`config.mk`:
```
export PLATFORM = sky130hd
export DESIGN_NAME = mesh_area_volume_accumulator_unit
export DESIGN_NICKNAME = d
export VERILOG_FILES = /design/src/hw/rtl/mava_pkg.sv /design/src/hw/rtl/mava_fifo.sv /design/src/hw/rtl/mava_front.sv /design/src/hw/rtl/mava_back.sv /design/src/hw/rtl/mesh_area_volume_accumulator_unit.sv
export SDC_FILE = /design/constraint.sdc
export NUM_CORES = 2
export LEC_CHECK = 0
export BUFFER_PORTS_ARGS = -buffer_cell sky130_fd_sc_hd__buf_2
export CAP_MARGIN = 40
export CORE_UTILIZATION = 50
export DETAILED_ROUTE_END_ITERATION = 10
export GPL_TIMING_DRIVEN = 1
export PLACE_DENSITY = 0.66
export SETUP_SLACK_MARGIN = 0.15
export SLEW_MARGIN = 0
export SYNTH_ARGS = -nofsm -noshare
export SYNTH_HDL_FRONTEND = slang
export SYNTH_SLANG_ARGS = --single-unit
```
`constraint.sdc`:
```
create_clock -name clk -period 12.8 [get_ports clk]
set_clock_uncertainty 0.15 [all_clocks]
set_input_delay 1.28 -clock clk [delete_from_list [all_inputs] [get_ports clk]]
set_output_delay 1.28 -clock clk [all_outputs]
set_load 0.1 [all_outputs]
```
`src/hw/rtl/mava_pkg.sv`:
```
// mava_pkg: shared types and fixed constants for the mesh area/volume accumulator.
// No dependencies; imported by every module of the block.
`timescale 1ns / 1ps
`default_nettype none
package mava_pkg;

  localparam int FIELD_W  = 12;  // width of one coordinate field on the ports
  localparam int FIELD_XW = 13;  // field zero-extended to the widest coordinate
  localparam int AREA_W   = 48;
  localparam int VOL_W    = 56;

  // status of the decoupling queue as seen by its neighbors
  typedef struct packed {
    logic full;
    logic empty;
  } fifo_status_t;

endpackage
`default_nettype wire

```
`src/hw/rtl/mava_fifo.sv`:
```
// mava_fifo: small register queue between front and back.
// Depends on mava_pkg (fifo_status_t). DEPTH must be a power of two.
`timescale 1ns / 1ps
`default_nettype none
module mava_fifo #(
  parameter int WIDTH = 8,
  parameter int DEPTH = 2
) (
  input  logic                   clk,
  input  logic                   rst,
  input  logic                   wr,
  input  logic [WIDTH-1:0]       wdata,
  input  logic                   rd,
  output logic [WIDTH-1:0]       rdata,
  output mava_pkg::fifo_status_t status
);
  import mava_pkg::*;

  localparam int PW = (DEPTH > 1) ? $clog2(DEPTH) : 1;
  localparam int CW = $clog2(DEPTH + 1);

  logic [WIDTH-1:0] mem [DEPTH];
  logic [PW-1:0]    wptr;
  logic [PW-1:0]    rptr;
  logic [CW-1:0]    count;
  logic             do_wr;
  logic             do_rd;

  assign status.full  = (count == CW'(DEPTH));
  assign status.empty = (count == '0);
  assign do_wr = wr && !status.full;
  assign do_rd = rd && !status.empty;
  assign rdata = mem[rptr];

  always_ff @(posedge clk) begin
    if (rst) begin
      wptr  <= '0;
      rptr  <= '0;
      count <= '0;
    end else begin
      if (do_wr) wptr <= wptr + 1'b1;
      if (do_rd) rptr <= rptr + 1'b1;
      if (do_wr && !do_rd) count <= count + 1'b1;
      else if (do_rd && !do_wr) count <= count - 1'b1;
    end
  end

  always_ff @(posedge clk) begin
    if (do_wr) mem[wptr] <= wdata;
  end

endmodule
`default_nettype wire

```
`src/hw/rtl/mava_front.sv`:
```
// mava_front: accepts a triangle and forms |n|^2 and the 6x volume term with one
// shared multiplier stepped by a sequencer. Depends on mava_pkg.
`timescale 1ns / 1ps
`default_nettype none
module mava_front #(
  parameter int C  = 12,
  parameter int N  = 2 * C + 3,
  parameter int VW = 3 * C + 3
) (
  input  logic                   clk,
  input  logic                   rst,
  input  logic                   push,
  output logic                   full,
  input  logic [8:0][C-1:0]      crd_in,
  input  logic                   last_in,
  input  mava_pkg::fifo_status_t q_st,
  output logic                   q_push,
  output logic [2*N-1:0]         q_norm,
  output logic signed [VW-1:0]   q_vol,
  output logic                   q_last
);
  import mava_pkg::*;

  localparam int D  = C + 1;      // edge component
  localparam int W  = 2 * C + 1;  // one component of b x c
  localparam int PW = 2 * N;

  localparam logic [4:0] ST_NX0 = 5'd0,  ST_NX1 = 5'd1,  ST_NY0 = 5'd2,  ST_NY1 = 5'd3;
  localparam logic [4:0] ST_NZ0 = 5'd4,  ST_NZ1 = 5'd5,  ST_SQX = 5'd6,  ST_SQY = 5'd7;
  localparam logic [4:0] ST_SQZ = 5'd8,  ST_WX0 = 5'd9,  ST_WX1 = 5'd10, ST_VX  = 5'd11;
  localparam logic [4:0] ST_WY0 = 5'd12, ST_WY1 = 5'd13, ST_VY  = 5'd14, ST_WZ0 = 5'd15;
  localparam logic [4:0] ST_WZ1 = 5'd16, ST_VZ  = 5'd17, ST_HAND = 5'd18;

  logic signed [C-1:0] crd [9];
  logic signed [D-1:0] ux, uy, uz, vx, vy, vz;
  logic signed [N-1:0] nx, ny, nz;
  logic signed [W-1:0] w;
  logic [4:0]          step;
  logic                busy;
  logic signed [N-1:0]  opa, opb;
  logic signed [PW-1:0] prod;
  logic                 accept;

  assign full   = busy;
  assign accept = push && !busy;
  assign q_push = busy && (step == ST_HAND) && !q_st.full;

  always_comb begin
    opa = '0;
    opb = '0;
    case (step)
      ST_NX0: begin opa = N'(uy); opb = N'(vz); end
      ST_NX1: begin opa = N'(uz); opb = N'(vy); end
      ST_NY0: begin opa = N'(uz); opb = N'(vx); end
      ST_NY1: begin opa = N'(ux); opb = N'(vz); end
      ST_NZ0: begin opa = N'(ux); opb = N'(vy); end
      ST_NZ1: begin opa = N'(uy); opb = N'(vx); end
      ST_SQX: begin opa = nx; opb = nx; end
      ST_SQY: begin opa = ny; opb = ny; end
      ST_SQZ: begin opa = nz; opb = nz; end
      ST_WX0: begin opa = N'(crd[4]); opb = N'(crd[8]); end
      ST_WX1: begin opa = N'(crd[5]); opb = N'(crd[7]); end
      ST_VX:  begin opa = N'(crd[0]); opb = N'(w); end
      ST_WY0: begin opa = N'(crd[5]); opb = N'(crd[6]); end
      ST_WY1: begin opa = N'(crd[3]); opb = N'(crd[8]); end
      ST_VY:  begin opa = N'(crd[1]); opb = N'(w); end
      ST_WZ0: begin opa = N'(crd[3]); opb = N'(crd[7]); end
      ST_WZ1: begin opa = N'(crd[4]); opb = N'(crd[6]); end
      ST_VZ:  begin opa = N'(crd[2]); opb = N'(w); end
      default: begin opa = '0; opb = '0; end
    endcase
    prod = opa * opb;
  end

  always_ff @(posedge clk) begin
    if (rst) begin
      busy <= 1'b0;
      step <= ST_NX0;
    end else if (accept) begin
      busy <= 1'b1;
      step <= ST_NX0;
    end else if (busy) begin
      if (step == ST_HAND) begin
        if (!q_st.full) busy <= 1'b0;
      end else begin
        step <= step + 1'b1;
      end
    end
  end

  // datapath, no reset needed
  always_ff @(posedge clk) begin
    if (accept) begin
      for (int i = 0; i < 9; i++) crd[i] <= $signed(crd_in[i]);
      ux <= D'($signed(crd_in[3])) - D'($signed(crd_in[0]));
      uy <= D'($signed(crd_in[4])) - D'($signed(crd_in[1]));
      uz <= D'($signed(crd_in[5])) - D'($signed(crd_in[2]));
      vx <= D'($signed(crd_in[6])) - D'($signed(crd_in[0]));
      vy <= D'($signed(crd_in[7])) - D'($signed(crd_in[1]));
      vz <= D'($signed(crd_in[8])) - D'($signed(crd_in[2]));
      q_last <= last_in;
    end else if (busy) begin
      case (step)
        ST_NX0: nx <= N'(prod);
        ST_NX1: nx <= nx - N'(prod);
        ST_NY0: ny <= N'(prod);
        ST_NY1: ny <= ny - N'(prod);
        ST_NZ0: nz <= N'(prod);
        ST_NZ1: nz <= nz - N'(prod);
        ST_SQX: q_norm <= PW'(prod);
        ST_SQY: q_norm <= q_norm + PW'(prod);
        ST_SQZ: q_norm <= q_norm + PW'(prod);
        ST_WX0: w <= W'(prod);
        ST_WX1: w <= w - W'(prod);
        ST_VX:  q_vol <= VW'(prod);
        ST_WY0: w <= W'(prod);
        ST_WY1: w <= w - W'(prod);
        ST_VY:  q_vol <= q_vol + VW'(prod);
        ST_WZ0: w <= W'(prod);
        ST_WZ1: w <= w - W'(prod);
        ST_VZ:  q_vol <= q_vol + VW'(prod);
        default: ;
      endcase
    end
  end

endmodule
`default_nettype wire

```
`src/hw/rtl/mava_back.sv`:
```
// mava_back: bit-serial square root, saturating accumulation and the result register.
// Depends on mava_pkg (widths, fifo_status_t).
`timescale 1ns / 1ps
`default_nettype none
module mava_back #(
  parameter int N  = 27,
  parameter int VW = 39
) (
  input  logic                   clk,
  input  logic                   rst,
  input  mava_pkg::fifo_status_t q_st,
  output logic                   q_pop,
  input  logic [2*N-1:0]         q_norm,
  input  logic signed [VW-1:0]   q_vol,
  input  logic                   q_last,
  output logic                   empty,
  input  logic                   pop,
  output logic [mava_pkg::AREA_W-1:0]        area_twice_sum,
  output logic signed [mava_pkg::VOL_W-1:0]  volume_six_sum,
  output logic                   overflowed
);
  import mava_pkg::*;

  localparam int NW = 2 * N;
  localparam int KW = $clog2(N);
  localparam int SW = VOL_W + 1;
  localparam logic signed [SW-1:0] VMAX = SW'((64'd1 << (VOL_W - 1)) - 64'd1);
  localparam logic signed [SW-1:0] VMIN = -VMAX - SW'(1);
  localparam logic [AREA_W-1:0] AMAX = '1;

  localparam logic [1:0] S_IDLE = 2'd0, S_SQRT = 2'd1, S_ACC = 2'd2, S_EMIT = 2'd3;

  logic [1:0]           state;
  logic [KW-1:0]        cnt;
  logic [NW-1:0]        nreg;
  logic [N+1:0]         rem;
  logic [N-1:0]         root;
  logic signed [VW-1:0] vol;
  logic                 last;
  logic [AREA_W-1:0]        aacc;
  logic signed [VOL_W-1:0]  vacc;
  logic                     sat;
  logic                     out_valid;

  logic [N+1:0]        rem_sh, trial;
  logic [AREA_W:0]     asum;
  logic signed [SW-1:0] vsum;
  logic                 emit_go;

  assign empty   = !out_valid;
  assign q_pop   = (state == S_IDLE) && !q_st.empty;
  assign emit_go = (state == S_EMIT) && (!out_valid || pop);

  always_comb begin
    rem_sh = {rem[N-1:0], nreg[NW-1:NW-2]};
    trial  = {root, 2'b01};
    asum   = {1'b0, aacc} + (AREA_W + 1)'(root);
    vsum   = SW'(vacc) + SW'(vol);
  end

  always_ff @(posedge clk) begin
    if (rst) begin
      state     <= S_IDLE;
      cnt       <= '0;
      aacc      <= '0;
      vacc      <= '0;
      sat       <= 1'b0;
      out_valid <= 1'b0;
    end else begin
      if (emit_go) out_valid <= 1'b1;
      else if (pop && out_valid) out_valid <= 1'b0;
      case (state)
        S_IDLE: begin
          if (!q_st.empty) begin
            state <= S_SQRT;
            cnt   <= '0;
          end
        end
        S_SQRT: begin
          if (cnt == KW'(N - 1)) state <= S_ACC;
          else cnt <= cnt + 1'b1;
        end
        S_ACC: begin
          if (asum[AREA_W]) begin
            aacc <= AMAX;
            sat  <= 1'b1;
          end else begin
            aacc <= asum[AREA_W-1:0];
          end
          if (vsum > VMAX) begin
            vacc <= VMAX[VOL_W-1:0];
            sat  <= 1'b1;
          end else if (vsum < VMIN) begin
            vacc <= VMIN[VOL_W-1:0];
            sat  <= 1'b1;
          end else begin
            vacc <= vsum[VOL_W-1:0];
          end
          state <= last ? S_EMIT : S_IDLE;
        end
        S_EMIT: begin
          if (emit_go) begin
            aacc      <= '0;
            vacc      <= '0;
            sat       <= 1'b0;
            state     <= S_IDLE;
          end
        end
        default: state <= S_IDLE;
      endcase
    end
  end

  // payload: root iteration and result register
  always_ff @(posedge clk) begin
    if (q_pop) begin
      nreg <= q_norm;
      vol  <= q_vol;
      last <= q_last;
      rem  <= '0;
      root <= '0;
    end else if (state == S_SQRT) begin
      nreg <= {nreg[NW-3:0], 2'b00};
      if (rem_sh >= trial) begin
        rem  <= rem_sh - trial;
        root <= {root[N-2:0], 1'b1};
      end else begin
        rem  <= rem_sh;
        root <= {root[N-2:0], 1'b0};
      end
    end
    if (emit_go) begin
      area_twice_sum <= aacc;
      volume_six_sum <= vacc;
      overflowed     <= sat;
    end
  end

endmodule
`default_nettype wire

```
`src/hw/rtl/mesh_area_volume_accumulator_unit.sv`:
```
// Channel   | Direction | Handshake          | Word
// ----------+-----------+--------------------+------------------------------------------
// triangle  | in        | push / full        | ax..cz (12b signed), last_triangle
// result    | out       | empty / pop        | area_twice_sum, volume_six_sum, overflowed
//
// Front: one triangle at a time (accept, 18 shared-multiplier steps, handoff); the
// handoff waits while the queue is full. Back: pop, 2*COORD_BITS+3 root steps, add;
//   the back is the slower side and sets the sustained rate; a closing triangle
//   also passes through the emit state.
// Reset (rst, synchronous) empties the queue and clears the sums; the result register
//   keeps its contents until the first mesh closes.
// A waiting result does not stop the back from working; it stalls only when a second
// result is ready before the first is popped, and the front stalls when the queue fills.
`timescale 1ns / 1ps
`default_nettype none
module mesh_area_volume_accumulator_unit #(
  parameter int COORD_BITS = 12
) (
  input  logic clk,
  input  logic rst,
  input  logic push,
  output logic full,
  input  logic signed [mava_pkg::FIELD_W-1:0] ax,
  input  logic signed [mava_pkg::FIELD_W-1:0] ay,
  input  logic signed [mava_pkg::FIELD_W-1:0] az,
  input  logic signed [mava_pkg::FIELD_W-1:0] bx,
  input  logic signed [mava_pkg::FIELD_W-1:0] by_coord,
  input  logic signed [mava_pkg::FIELD_W-1:0] bz,
  input  logic signed [mava_pkg::FIELD_W-1:0] cx,
  input  logic signed [mava_pkg::FIELD_W-1:0] cy,
  input  logic signed [mava_pkg::FIELD_W-1:0] cz,
  input  logic last_triangle,
  output logic empty,
  input  logic pop,
  output logic [mava_pkg::AREA_W-1:0]       area_twice_sum,
  output logic signed [mava_pkg::VOL_W-1:0] volume_six_sum,
  output logic overflowed
);
  import mava_pkg::*;

  localparam int C  = COORD_BITS;
  localparam int N  = 2 * C + 3;   // cross-product component, signed
  localparam int VW = 3 * C + 3;   // 6x volume term, signed
  localparam int QW = 2 * N + VW + 1;

  logic [FIELD_W-1:0]  raw [9];
  logic [8:0][C-1:0]   crd;

  assign raw[0] = ax;
  assign raw[1] = ay;
  assign raw[2] = az;
  assign raw[3] = bx;
  assign raw[4] = by_coord;
  assign raw[5] = bz;
  assign raw[6] = cx;
  assign raw[7] = cy;
  assign raw[8] = cz;

  // each coordinate is the low COORD_BITS of its field, upper field bits ignored
  for (genvar i = 0; i < 9; i++) begin : g_trim
    logic [FIELD_XW-1:0] z;
    assign z      = {1'b0, raw[i]};
    assign crd[i] = z[C-1:0];
  end

  fifo_status_t         q_st;
  logic                 q_push, q_pop;
  logic [2*N-1:0]       f_norm, b_norm;
  logic signed [VW-1:0] f_vol, b_vol;
  logic                 f_last, b_last;
  logic [QW-1:0]        q_rdata;

  mava_front #(.C(C), .N(N), .VW(VW)) u_front (
    .clk(clk), .rst(rst), .push(push), .full(full),
    .crd_in(crd), .last_in(last_triangle), .q_st(q_st),
    .q_push(q_push), .q_norm(f_norm), .q_vol(f_vol), .q_last(f_last)
  );

  mava_fifo #(.WIDTH(QW), .DEPTH(2)) u_queue (
    .clk(clk), .rst(rst), .wr(q_push), .wdata({f_norm, f_vol, f_last}),
    .rd(q_pop), .rdata(q_rdata), .status(q_st)
  );

  assign b_norm = q_rdata[QW-1 -: 2*N];
  assign b_vol  = $signed(q_rdata[VW:1]);
  assign b_last = q_rdata[0];

  mava_back #(.N(N), .VW(VW)) u_back (
    .clk(clk), .rst(rst), .q_st(q_st), .q_pop(q_pop),
    .q_norm(b_norm), .q_vol(b_vol), .q_last(b_last),
    .empty(empty), .pop(pop),
    .area_twice_sum(area_twice_sum), .volume_six_sum(volume_six_sum),
    .overflowed(overflowed)
  );

endmodule
`default_nettype wire

```
## Word level (Yosys, flattened, before mapping)

Memories as Yosys holds them, arrays and structs flattened. A register that Yosys moved wholly into a read port is not among the register bits.
Cells that the tools add are included.

| word-level totals | value |
|---|---|
| register bits after elaboration | 654 |
| memory bits (writable) | 296 |
| input port bits | 113 |
| output and inout port bits | 107 |
| logic and storage cells | 195 |
| memories kept | 2 |

Memory list:

| name | depth | width | rd ports | clocked after Yosys merged registers in | write ports | line | source |
|---|---|---|---|---|---|---|---|
| u_queue.mem | 2 | 94 | 1 | 1 | 1 | mava_fifo.sv:22 | `logic [WIDTH-1:0] mem [DEPTH];` |
| u_front.crd | 9 | 12 | 9 | 0 | 9 | mava_front.sv:34 | `logic signed [C-1:0] crd [9];` |

| cells by class | value |
|---|---|
| add/sub/neg operators | 21 |
| multipliers | 1 |
| magnitude comparators | 3 |
| eq/ne operators | 28 |
| mux-type cells | 46 |
| bitwise logic cells | 2 |
| reductions and logical operators | 60 |

Operators with widths:

| kind | number |
|---|---|
| one-hot mux 27 bit (12 select lines) | 1 |
| one-hot mux 27 bit (10 select lines) | 1 |
| two-way mux 56 bit | 3 |
| one-hot mux 27 bit (2 select lines) | 3 |
| one-hot mux 56 bit (2 select lines) | 1 |
| two-way mux 54 bit | 2 |
| one-hot mux 54 bit (2 select lines) | 1 |
| subtractor 27 bit | 4 |
| two-way mux 48 bit | 2 |
| one-hot mux 48 bit (2 select lines) | 1 |
| one-hot mux 39 bit (2 select lines) | 1 |
| subtractor 12 x 12 -> 13 bit | 6 |
| adder 56 x 39 -> 57 bit | 1 |
| > comparator 57 x 56 -> 1 bit (second input constant) | 1 |
| less-than comparator 57 x 56 -> 1 bit (second input constant) | 1 |
| adder 54 bit | 1 |
| multiplier 27 x 27 -> 54 bit | 1 |
| one-hot mux 25 bit (2 select lines) | 1 |
| adder 48 x 27 -> 49 bit | 1 |
| == test 5 x 4 -> 1 bit (second input constant) | 8 |
| adder 39 bit | 1 |
| OR reduction 2 bit | 15 |
| greater-or-equal comparator 29 bit | 1 |
| two-way mux 27 bit | 1 |
| other kinds (30) | 102 |

## Depth between registers and ports, before layout

| depth | value |
|---|---|
| depth after elaboration | 8 |
| depth in mapped cells | 53 |
| gate-level depth less buffers | 49 |

## Hierarchy

Synthesis repeated with hierarchy kept, for this count alone.

| second synthesis, totals | value |
|---|---|
| cell total of the unflattened synthesis | 8340 |
| area, all modules | 80975.2 µm² |

By module, submodules not included:

| module | times used | cells an instance | area each (µm²) | sequential area each (µm²) |
|---|---|---|---|---|
| mava_front | 1 | 5971 | 54686.2 | 11711.2 |
| mava_back | 1 | 2052 | 19277.2 | 9318.9 |
| mava_fifo | 1 | 317 | 7011.7 | 5745.5 |

## Worst setup path after synthesis

No wires, ideal clock.

| timing | value |
|---|---|
| kind | flip-flop to flip-flop |
| from | register u_front.step[0] |
| to | register u_front.q_norm[52], data pin |
| library setup time | 270 ps |
| data arrival time | 11045 ps |
| data required time | 12380 ps |
| slack | 1334 ps |
| stages on the path, launching flop included | 50 |
| path buffers | 4 |
| clock period less this slack | 11466 ps |
| cells stage by stage | dfxtp_1 inv_1 ha_1 nor2b_1 and3_1 clkbuf_1 clkbuf_1 a222oi_1 nand3_1 or2_2 clkbuf_1 nor2_1 buf_2 nor2_1 fa_1 fa_1 inv_1 fa_1 (+14 left out) o21ai_0 nand2b_1 a31o_2 xnor2_1 inv_1 ha_1 a21oi_1 o21ai_0 a21o_1 a21o_1 a21o_1 a221o_1 and3_1 a21oi_1 a21oi_1 a311oi_1 xor2_1 a21oi_1 |

| between the ends | value |
|---|---|
| cells in the longest elaborated chain, start to end | 6 |
| elaborated cells on any way between the ends | 37 |
| those cells by class | 1 x add/sub; 1 x mul; 17 x eq/ne; 3 x mux; 15 x reduce/logical |

RTL lines:

| item | line | source |
|---|---|---|
| from (decl) | mava_front.sv:38 | `logic [4:0] step;` |
| from (signal assigned) | mava_front.sv:86 | `step <= step + 1'b1;` |
| == test 5 x 4 -> 1 bit, or another cell as far along | mava_front.sv:51 | `case (step)` |
| OR reduction 3 bit (no line) / OR reduction 2 bit (equally long branches) | -- |  |
| one-hot mux 27 bit (10 select lines) / one-hot mux 27 bit (12 select lines) (equally long branches) | mava_front.sv:51 |  |
| multiplier 27 x 27 -> 54 bit | mava_front.sv:72 | `prod = opa * opb;` |
| adder 54 bit | mava_front.sv:111, mava_front.sv:112 |  |
| one-hot mux 54 bit (2 select lines) * | mava_front.sv:103 | `case (step)` |
| to (signal assigned) | mava_front.sv:110 | `ST_SQX: q_norm <= PW'(prod);` |
| to (signal assigned) | mava_front.sv:111 | `ST_SQY: q_norm <= q_norm + PW'(prod);` |
| to (signal assigned) | mava_front.sv:112 | `ST_SQZ: q_norm <= q_norm + PW'(prod);` |
| to (decl) | mava_front.sv:18 | `output logic [2*N-1:0] q_norm,` |

Mark *: on every way between the ends. The rest lies on a longest branch, timed or not.
A chain may end at the register's enable or synchronous reset.

## Worst setup path in the final report

Same ends and word-level chain as after synthesis.

==> flow_summary.json <==
{
  "status": "complete, but fails checks",
  "violations": "design-rule violations",
  "clock_latency_ps": 730,
  "netlist_area_sq_um": 79100,
  "mostFrequentLayoutCells": "inv_1, nand2_1, edfxtp_1",
  "yosys_warnings": 0,
  "die_x_microns": 399.7,
  "rsz0062_at_grt": "no",
  "place_congestion": 0.9852,
  "cts-root-buf": "clkbuf_16",
  "path_common_cell": "fa_1",
  "synth.avg_cell_area_sq_um": 9.873,
  "drt_iter0_markers": 5147,
  "cts_hold_buf": 0,
  "async_flop_share": 0,
  "crit_required_ps": 13090,
  "synth_top_flop_cell": "edfxtp_1",
  "crit_type": "flip-flop to flip-flop",
  "cp-start-kind": "flip-flop",
  "drc_errors": 1,
  "synth.yosys.seq_area_share": 0.3385,
  "period_share": 0.9543,
  "max_freq_ghz": 0.08186,
  "synth_area_leaders": "edfxtp_1, fa_1, ha_1",
  "finalWirelength_mm": 226.1,
  "area_growth_pct": 10.26,
  "relSlewSlack": 0.2402,
  "wl_per_cell_microns": 21.73,
  "holdWs_ps": 309.7,
  "die_h_microns": 399.7,
  "cts_max_level": 3,
  "start_util": 0.5052,
  "grt_pass1_vias": 60360,
  "crit_fanout": 17,
  "synth.distinct_cells": 92,
  "critPathMaxStageDelay_ps": 610,
  "synth_top_area_frac": 0.2935,
  "antenna_cells": 0,
  "layout_commonest_cell": "inv_1",
  "syn-num-nets": 9445,
  "grtUsageTotal": 0.2864,
  "io_pins": 220,
  "fillerInstances": 13710,
  "core_sq_um": 156600,
  "cap_violations": 0,
  "yosysTopAreaCell": "edfxtp_1",
  "synth-edff-count": 773,
  "worstMarginPinSlew_ps": 1140,
  "drive_gt1_frac": 0.09526,
  "cts_made_buffers": 102,
  "synthCells": 8011,
  "nets": 9696,
  "grt_overflow": 0,
  "cts.clk_slew.worst_paths_ps": 60,
  "numPortBuffers": 219,
  "first_pass_iters": 11,
  "cp-end-kind": "flip-flop",
  "dieArea_sq_um": 159800,
  "hold_viol": 0,
  "grt_pass1_wl_mm": 351.1,
  "clock-sinks": 951,
  "cts_tree": "built",
  "fin_crit_ps": 12220,
  "arrival_ps": 12500,
  "floorplan.rows": 145,
  "clockBufferDepth": 3,
  "hold_class": "flip-flop to flip-flop",
  "ys_ff_latch": 951,
  "grt_max_degree": 187,
  "ant_nets": 0,
  "drv_slew": 0,
  "hpwl_mm": 178.9,
  "cp_slowest_cell": "fa_1",
  "grt_antenna_before_repair": 3,
  "vias_per_cell": 5.729,
  "vias": 59600,
  "setup_viol": 0
}
-- synth_stat cells, types with 116 or more instances --
| cell type | n |
|---|---|
| nor2_1 | 595 |
| o21ai_0 | 461 |
| nand2_1 | 956 |
| a21o_1 | 219 |
| edfxtp_1 | 773 |
| clkbuf_1 | 274 |
| inv_1 | 1087 |
| fa_1 | 775 |
| xor2_1 | 187 |
| ha_1 | 546 |
| xnor2_1 | 197 |
| a21oi_1 | 478 |
| dfxtp_1 | 178 |
| nand3_1 | 116 |
-- logic make-up (layout without fill, tap and decap cells) --
family	count (synthesis)	after routing	synth area share
flip-flops	951	951	0.3385
XOR/XNOR	385	385	0.04273
buffers and inverters	1400	1735	0.06707
AO/OA/AOI/OAI	1714	1714	0.1370
multiplexers	116	116	0.01545
adder cells (fa/ha/maj)	1321	1321	0.2825
AND/OR/NAND/NOR	2124	2124	0.1167
-- sequential cells by signal, summed over array words and instances, names as in the netlist, 25 cells and up, named ones only --
name and flops:
u_front.nx 27, u_back.vol 39, u_back.volume_six_sum 56, u_back.nreg 54, u_front.q_norm 54, u_back.vacc 56, u_back.aacc 48, u_front.crd 108
u_back.area_twice_sum 48, u_back.root 27, u_front.w 25, u_front.q_vol 39, u_queue.mem 188, u_back.rem 27, u_front.nz 27, u_front.ny 27
-- final cells by class --
| type | instances | area, sq um | area share |
|---|---|---|---|
| timing repair buffer | 456 | 2985 | 0.03423 |
| multi-input combinational | 5660 | 47360 | 0.5431 |
| clock inverter | 59 | 671.9 | 0.007704 |
| inverter | 1091 | 4099 | 0.04700 |
| sequential | 951 | 26780 | 0.3071 |
| tap | 2058 | 2575 | 0.02953 |
| clock buffer | 129 | 2735 | 0.03136 |
-- worst paths after layout --
| kind | from | to | slack (ps) | cells after the start |
|---|---|---|---|---|
| setup / recovery | u_front.step[0] | u_front.q_norm[52] | 580 | 42 |
| hold / removal | u_back.aacc[15] | u_back.aacc[15] | 310 | 2 |
| setup reg to reg | u_front.step[0] | u_front.q_norm[52] | 580 | 42 |
| hold reg to reg | u_back.aacc[15] | u_back.aacc[15] | 310 | 2 |
-- what timing repair did --
item / 4_1_cts / 5_1_grt
endpoints found under the setup margin: 2 / 17
pin swaps: 0 / 3
endpoints found under the hold margin: 0 / 0
resized for setup: 3 / 36
buffers inserted: 0 / 1
-- through the flow --
step	area, sq um	setup WS (ps)	std cells	util	setup TNS [ps]
after global routing	87210	158.8	10400	0.5570	0
final	87210	584.7	10400	0.5570	0
after global placement	83520	56.37	10210	0.5334	0
after CTS	87070	222.1	10400	0.5561	0
after detailed placement	83660	-17.26	10220	0.5343	-17.26
after floorplan	79100	1334	8011	-	0
-- critical path: cells and delay by family (launching register included) --
family / cells / cell delay, ps
adders and majority gates: 10 / 4550
AOI/OAI and AO/OA: 16 / 3750
and+or+nand+nor: 8 / 1770
buffers and inverters: 6 / 910
xor gates and xnor gates: 2 / 400
DFF: 1 / 380
-- metal layers --
layer | wire length [microns] | vias up | track usage
li1 | - | 27660 | -
met1 | 96310 | 29350 | 0.3872
met2 | 105400 | 2179 | 0.4713
met3 | 16050 | 409 | 0.04331
met4 | 8295 | 6 | 0.09453
met5 | 34 | - | 0
Power is left out: the tool's default activity adds up to more than one toggle a clock period on the data nets, which glitch-free logic cannot reach.
